## config.mk

```make
export PLATFORM = sky130hd
export DESIGN_NAME = fcf_cfg_regs
export DESIGN_NICKNAME = d
export VERILOG_FILES = /design/src/sv/assert_macros.svh /design/src/sv/fcf_pkg.sv /design/src/sv/fcf_cfg_regs.sv
export SDC_FILE = /design/constraint.sdc
export NUM_CORES = 1
export LEC_CHECK = 0
export BUFFER_PORTS_ARGS = -buffer_cell sky130_fd_sc_hd__buf_2
export CAP_MARGIN = 40
export CORE_MARGIN = 3
export CORE_UTILIZATION = 35
export CTS_CLUSTER_SIZE = 28
export DETAILED_ROUTE_END_ITERATION = 12
export PLACE_DENSITY = 0.61
export RECOVER_POWER = 25
export SYNTH_ARGS = -nofsm -noshare
export SYNTH_HDL_FRONTEND = slang
export SYNTH_SLANG_ARGS = --single-unit
```

## constraint.sdc

```tcl
create_clock -name clk_i -period 6.1 [get_ports clk_i]
set_input_delay 0.915 -clock clk_i [delete_from_list [all_inputs] [get_ports clk_i]]
set_output_delay 0.915 -clock clk_i [all_outputs]
set_load 0.02 [all_outputs]
```

## src/sv/assert_macros.svh

```systemverilog
// Assertion macros used by the comb filter top level.
`ifndef ASSERT_MACROS_SVH
`define ASSERT_MACROS_SVH

// Checked property, switched off while reset is asserted.
`define FCF_ASSERT(name, prop, msg) \
  name: assert property (@(posedge clk_i) disable iff (!rst_ni) prop) \
    else $error(msg);

// Checked property that also holds while reset is asserted.
`define FCF_ASSERT_ALWAYS(name, prop, msg) \
  name: assert property (@(posedge clk_i) prop) \
    else $error(msg);

`endif

```

## src/sv/fcf_pkg.sv

```systemverilog
// Constants, types and arithmetic helpers of the feedback comb filter.
`default_nettype none

package fcf_pkg;

  localparam int unsigned DelayDepth = 4096;
  localparam int unsigned SampleW    = 16;
  localparam int unsigned AddrW      = $clog2(DelayDepth);
  localparam int unsigned DelayW     = 12;
  localparam int unsigned GainW      = 16;
  localparam int unsigned QShift     = 15;
  localparam int unsigned QOne       = 32768;
  localparam int unsigned ProdW      = SampleW + GainW + 1;
  localparam int unsigned CfgIdxW    = 2;
  localparam int unsigned CfgDataW   = 16;

  localparam logic [DelayW-1:0] DelayReset = DelayW'(800);
  localparam logic [GainW-1:0]  FbReset    = GainW'(16384);
  localparam logic [GainW-1:0]  MixReset   = GainW'(32768);
  localparam logic [GainW-1:0]  GainOne    = GainW'(QOne);

  localparam logic signed [ProdW-1:0] RoundHalf = ProdW'(QOne / 2);
  localparam logic signed [ProdW-1:0] SatMax    = ProdW'((64'sd1 <<< (SampleW - 1)) - 1);
  localparam logic signed [ProdW-1:0] SatMin    = -SatMax - ProdW'(1);

  typedef enum logic [CfgIdxW-1:0] {
    CfgDelay    = 2'd0,
    CfgFeedback = 2'd1,
    CfgMix      = 2'd2
  } cfg_idx_e;

  typedef logic signed [SampleW-1:0] sample_t;
  typedef logic signed [ProdW-1:0]   wide_t;

  // Settings as the datapath uses them, already limited to their legal ranges.
  typedef struct packed {
    logic [AddrW-1:0] delay;
    logic [GainW-1:0] fb_gain;
    logic [GainW-1:0] wet_gain;
  } cfg_t;

  function automatic sample_t saturate(wide_t v);
    sample_t r;
    if (v > SatMax) begin
      r = SatMax[SampleW-1:0];
    end else if (v < SatMin) begin
      r = SatMin[SampleW-1:0];
    end else begin
      r = v[SampleW-1:0];
    end
    return r;
  endfunction

  // Q1.15 product back to a sample: round half up, then clip.
  function automatic sample_t round_product(wide_t p);
    wide_t r;
    r = (p + RoundHalf) >>> QShift;
    return saturate(r);
  endfunction

  function automatic sample_t add_sat(sample_t a, sample_t b);
    wide_t s;
    s = ProdW'(a) + ProdW'(b);
    return saturate(s);
  endfunction

  function automatic wide_t mul_gain(sample_t s, logic [GainW-1:0] g);
    wide_t a;
    wide_t b;
    a = ProdW'(s);
    b = ProdW'(signed'({1'b0, g}));
    return a * b;
  endfunction

endpackage

`default_nettype wire

```

## src/sv/fcf_cfg_regs.sv

```systemverilog
// Configuration registers of the comb filter, with range limiting of each setting.
`default_nettype none

module fcf_cfg_regs (
  input  wire logic                         clk_i,
  input  wire logic                         rst_ni,
  input  wire logic                         cfg_we_i,
  input  wire logic [fcf_pkg::CfgIdxW-1:0]  cfg_index_i,
  input  wire logic [fcf_pkg::CfgDataW-1:0] cfg_wdata_i,
  output fcf_pkg::cfg_t                     cfg_o
);

  logic [fcf_pkg::DelayW-1:0] delay_q;
  logic [fcf_pkg::GainW-1:0]  fb_q;
  logic [fcf_pkg::GainW-1:0]  mix_q;
  logic [fcf_pkg::GainW-1:0]  mix_lim;

  always_ff @(posedge clk_i or negedge rst_ni) begin
    if (!rst_ni) begin
      delay_q <= fcf_pkg::DelayReset;
      fb_q    <= fcf_pkg::FbReset;
      mix_q   <= fcf_pkg::MixReset;
    end else if (cfg_we_i) begin
      case (cfg_index_i)
        fcf_pkg::CfgDelay:    delay_q <= cfg_wdata_i[fcf_pkg::DelayW-1:0];
        fcf_pkg::CfgFeedback: fb_q    <= cfg_wdata_i[fcf_pkg::GainW-1:0];
        fcf_pkg::CfgMix:      mix_q   <= cfg_wdata_i[fcf_pkg::GainW-1:0];
        default: ;
      endcase
    end
  end

  always_comb begin
    // A delay of zero behaves as one; a delay past the memory is held at its end.
    if (delay_q == '0) begin
      cfg_o.delay = fcf_pkg::AddrW'(1);
    end else if (32'(delay_q) > 32'(fcf_pkg::DelayDepth - 1)) begin
      cfg_o.delay = fcf_pkg::AddrW'(fcf_pkg::DelayDepth - 1);
    end else begin
      cfg_o.delay = fcf_pkg::AddrW'(delay_q);
    end

    cfg_o.fb_gain  = (fb_q > fcf_pkg::GainOne) ? fcf_pkg::GainOne : fb_q;
    mix_lim        = (mix_q > fcf_pkg::GainOne) ? fcf_pkg::GainOne : mix_q;
    cfg_o.wet_gain = fcf_pkg::GainOne - mix_lim;
  end

endmodule

`default_nettype wire

```

==> impl_metrics.yaml <==
die:
  io-pin-count: 65
  core_region_area_sq_um: 6170
  initial_core_util_pct: 37.5
  core.rowCount: 28
  die_w_microns: 87.2
  die-area_sq_um: 7610
  die_y_microns: 87.2
cells_and_area:
  layout-drive-gt1-share_pct: 50.2
  finish.instance_area_sq_um: 2750
  most-common-layout-cells: "63 x sky130_fd_sc_hd__buf_2, 44 x sky130_fd_sc_hd__mux2_2, 39 x sky130_fd_sc_hd__dfrtp_1, 19 x sky130_fd_sc_hd__nor2_1, 16 x sky130_fd_sc_hd__nor2b_1"
  final.fill_count: 602
  insertedDiodeCount: 0
  area_of_the_multi_input_gates_sq_um: 1110
  layout.nets: 282
  seqCellArea_sq_um: 1110
  area_delta_synth_final_pct: 19.2
  commonest_non_fill_non_tap_cell_in_the_layout: "sky130_fd_sc_hd__buf_2"
  final-instance-count-excl-fill: 336
job:
  drv.max_cap_violation_count: 0
clock_tree:
  clk_latency_ns: 0.29
  cts-root-to-sink-buffers: 2
  cts_tree: "yes"
  cts.repair_timing.setup_buffer_count: 0
  cts_max_level: 2
  numCtsBuffers: 5
  cts_hold_buffers: 0
  cts.root.buffer_cell: "sky130_fd_sc_hd__clkbuf_8"
  ctsResizeCount: 0
  cts.reportedPaths.clkPinSlew_ns: 0.07
  numClockSinks: 44
logic_synthesis:
  synthAdderAreaFrac_pct: 0.542
  synthCells: 206
  seq_area_frac_synth_pct: 47.9
  mappedNetlistNets: 228
  synth.area.mux_share_pct: 21.5
  synth_compound_gate_area_share_pct: 6.34
  synth-xor-area-share_pct: 2.28
  synthDistinctLibCells: 38
  syn-cell-area_sq_um: 2310
  yosys_warnings: 0
  ys_ff_latch: 44
  synth_top_family_by_area: "multiplexers"
  share_of_synthesized_cell_area_in_and_or_nand_and_nor_gates_pct: 17.3
  syn_avg_cell_area_sq_um: 11.2
timing:
  worst_pin_slew_ns: 1.26
  finalSetupViolCount: 0
  peak_freq_mhz: 290
  final_hold_violations: 0
  max-slew-margin-rel_pct: 15.9
  post-route-worst-setup-slack_ns: 2.65
  worst_clock_skew_ns: 0
  grt_setup_unrepaired: "false"
  timing_max_transition_violations_final: 0
  final.hold.worst_slack_ns: 0.528
  period_share_pct: 56.5
  timing.final.crit_period_ns: 3.45
  totalNegativeSetupSlack_ns: 0
routing:
  drt_first_iter_violations: 51
  vias: 1675
  viasPerCell: 4.99
  wl_microns: 5150
  drtPass1Iterations: 4
  detail_route.drc_violations: 0
  routedWlPerCell_microns: 15.3
  detail-route-antenna-nets: 0
placed_design:
  place_area_sq_um: 2690
  placement.io_buffers: 64
  globalplace.congestion: 0.781
  preCtsSetupSlack_ns: 2.96
  place_hpwl_microns: 4040
  numPlacedInstances: 328
worst_setup_path:
  cp_max_fo: 20
  worstSetupPathType: "flip-flop to output pin"
  data_arrival_at_the_endpoint_of_the_critical_path_ns: 2.53
  timing.critical_path.to_type: "output pin"
  cp_data_required_time_ns: 5.18
  worst_setup_path_start_kind: "flip-flop"
grt:
  grt-ovfl-total: 0
  first_global_vias: 1766
  antenna_found_initial: 0
  grt_start_max_net_pins: 25
  grt.total_usage_pct: 14.8
  grt_first_pass_wirelength_microns: 8790
power_and_ir_drop:
  power.density_cell_area_nw_per_um2: 338
  vdd_drop_max_mv: 0.174
  leakage_nw: 1.26
min_path:
  min_path_type: "flip-flop to flip-flop"
outcome:
  outcome: "finished clean"
## cells by family (layout without fill, tap and decap cells)
kind of cell    Yosys count  count (layout)
buf+inv                  25              80
xor+xnor                  6               6
simple gates             69              69
compound gates           17              17
mux                      44              44
fa+ha+maj                 1               1
flops                    44              44
## area by class of cell
cell class	count	share of cell area, %
clock buffers	6	3.00
repair buffers	66	12.0
flip-flops and latches	44	40.2
multi-input cells	137	40.2
inverters	6	0.818
clock inverters	2	0.363
well taps	75	3.41
## Yosys cell counts
cell | instances | area share (%)
sky130_fd_sc_hd__a211o_1 | 2 | 0.76
sky130_fd_sc_hd__a21oi_1 | 3 | 0.65
sky130_fd_sc_hd__a311oi_1 | 1 | 0.38
sky130_fd_sc_hd__a31o_2 | 1 | 0.38
sky130_fd_sc_hd__a41oi_1 | 1 | 0.38
sky130_fd_sc_hd__and3_1 | 1 | 0.27
sky130_fd_sc_hd__buf_2 | 1 | 0.22
sky130_fd_sc_hd__clkbuf_1 | 18 | 2.9
sky130_fd_sc_hd__dfrtp_1 | 39 | 42
sky130_fd_sc_hd__dfstp_2 | 5 | 5.7
sky130_fd_sc_hd__ha_1 | 1 | 0.54
sky130_fd_sc_hd__inv_1 | 6 | 0.98
sky130_fd_sc_hd__mux2_2 | 44 | 21
sky130_fd_sc_hd__nand2_1 | 4 | 0.65
sky130_fd_sc_hd__nand2b_1 | 2 | 0.54
sky130_fd_sc_hd__nand3_1 | 4 | 0.87
sky130_fd_sc_hd__nand3_2 | 1 | 0.43
sky130_fd_sc_hd__nand3b_1 | 2 | 0.65
sky130_fd_sc_hd__nor2_1 | 19 | 3.1
sky130_fd_sc_hd__nor2b_1 | 16 | 4.3
sky130_fd_sc_hd__nor3_1 | 5 | 1.1
sky130_fd_sc_hd__nor3_2 | 1 | 0.43
sky130_fd_sc_hd__nor3b_1 | 1 | 0.33
sky130_fd_sc_hd__nor4_1 | 7 | 1.9
sky130_fd_sc_hd__nor4_4 | 1 | 0.92
sky130_fd_sc_hd__o211ai_1 | 2 | 0.65
sky130_fd_sc_hd__o21a_1 | 2 | 0.65
sky130_fd_sc_hd__o21ai_0 | 1 | 0.22
sky130_fd_sc_hd__o311ai_0 | 1 | 0.38
sky130_fd_sc_hd__o31a_2 | 1 | 0.43
sky130_fd_sc_hd__o31a_4 | 1 | 0.76
sky130_fd_sc_hd__o41ai_2 | 1 | 0.70
sky130_fd_sc_hd__or2_2 | 1 | 0.27
sky130_fd_sc_hd__or2b_1 | 1 | 0.33
sky130_fd_sc_hd__or3_1 | 1 | 0.27
sky130_fd_sc_hd__or4_4 | 2 | 0.98
sky130_fd_sc_hd__xnor2_1 | 3 | 1.1
sky130_fd_sc_hd__xor2_1 | 3 | 1.1
## sequential cells by signal, summed over array words and instances, names as in the netlist
signal / count
delay_q: 12
fb_q: 16
mix_q: 16
## worst max-delay path, cell delays in order (launching register included)
cell	delay (ns)
sky130_fd_sc_hd__dfstp_2	0.73
sky130_fd_sc_hd__nand2b_1	0.18
sky130_fd_sc_hd__ha_1	0.34
sky130_fd_sc_hd__inv_1	0.18
sky130_fd_sc_hd__nor2_1	0.20
sky130_fd_sc_hd__nand2_1	0.08
sky130_fd_sc_hd__o31a_2	0.27
sky130_fd_sc_hd__o21ai_0	0.07
sky130_fd_sc_hd__buf_2	0.18
## routing by layer
metal	part of all wire [%]	GRT usage (%)
met1	48	20.7
met2	45	22.7
met3	6.4	4.16
met4	0.76	3.77
met5	0	0
## per-stage QoR
step	util [%]	power, mW
detailed placement	43.6	0.764
finish	44.7	0.932
global placement	43.1	0.755
floorplan	-	0.652
CTS	45.1	0.949
global route	44.7	1.00
## power by group
group / leakage (nW) / switching, mW / internal, mW
clock network: 0.0510 / 0.0902 / 0.0902
logic: 0.700 / 0.189 / 0.145
registers: 0.514 / 0.0654 / 0.352
## path summary, 6_finish.rpt
path / slack (ns) / end / startpoint / depth (start not counted)
min in group asynchronous: 0.79 / fb_q[0]$_DFFE_PN0P_ / rst_ni / 1
min: 0.53 / fb_q[2]$_DFFE_PN0P_ / fb_q[2]$_DFFE_PN0P_ / 1
min reg2reg: 0.53 / fb_q[2]$_DFFE_PN0P_ / fb_q[2]$_DFFE_PN0P_ / 1
max in group asynchronous: 3.62 / mix_q[13]$_DFFE_PN0P_ / rst_ni / 2
max reg2reg: 5.10 / mix_q[15]$_DFFE_PN1P_ / mix_q[15]$_DFFE_PN1P_ / 1
max: 2.65 / cfg_o[12] / mix_q[15]$_DFFE_PN1P_ / 8
No activity file was read; power rests on OpenSTA's default activity.
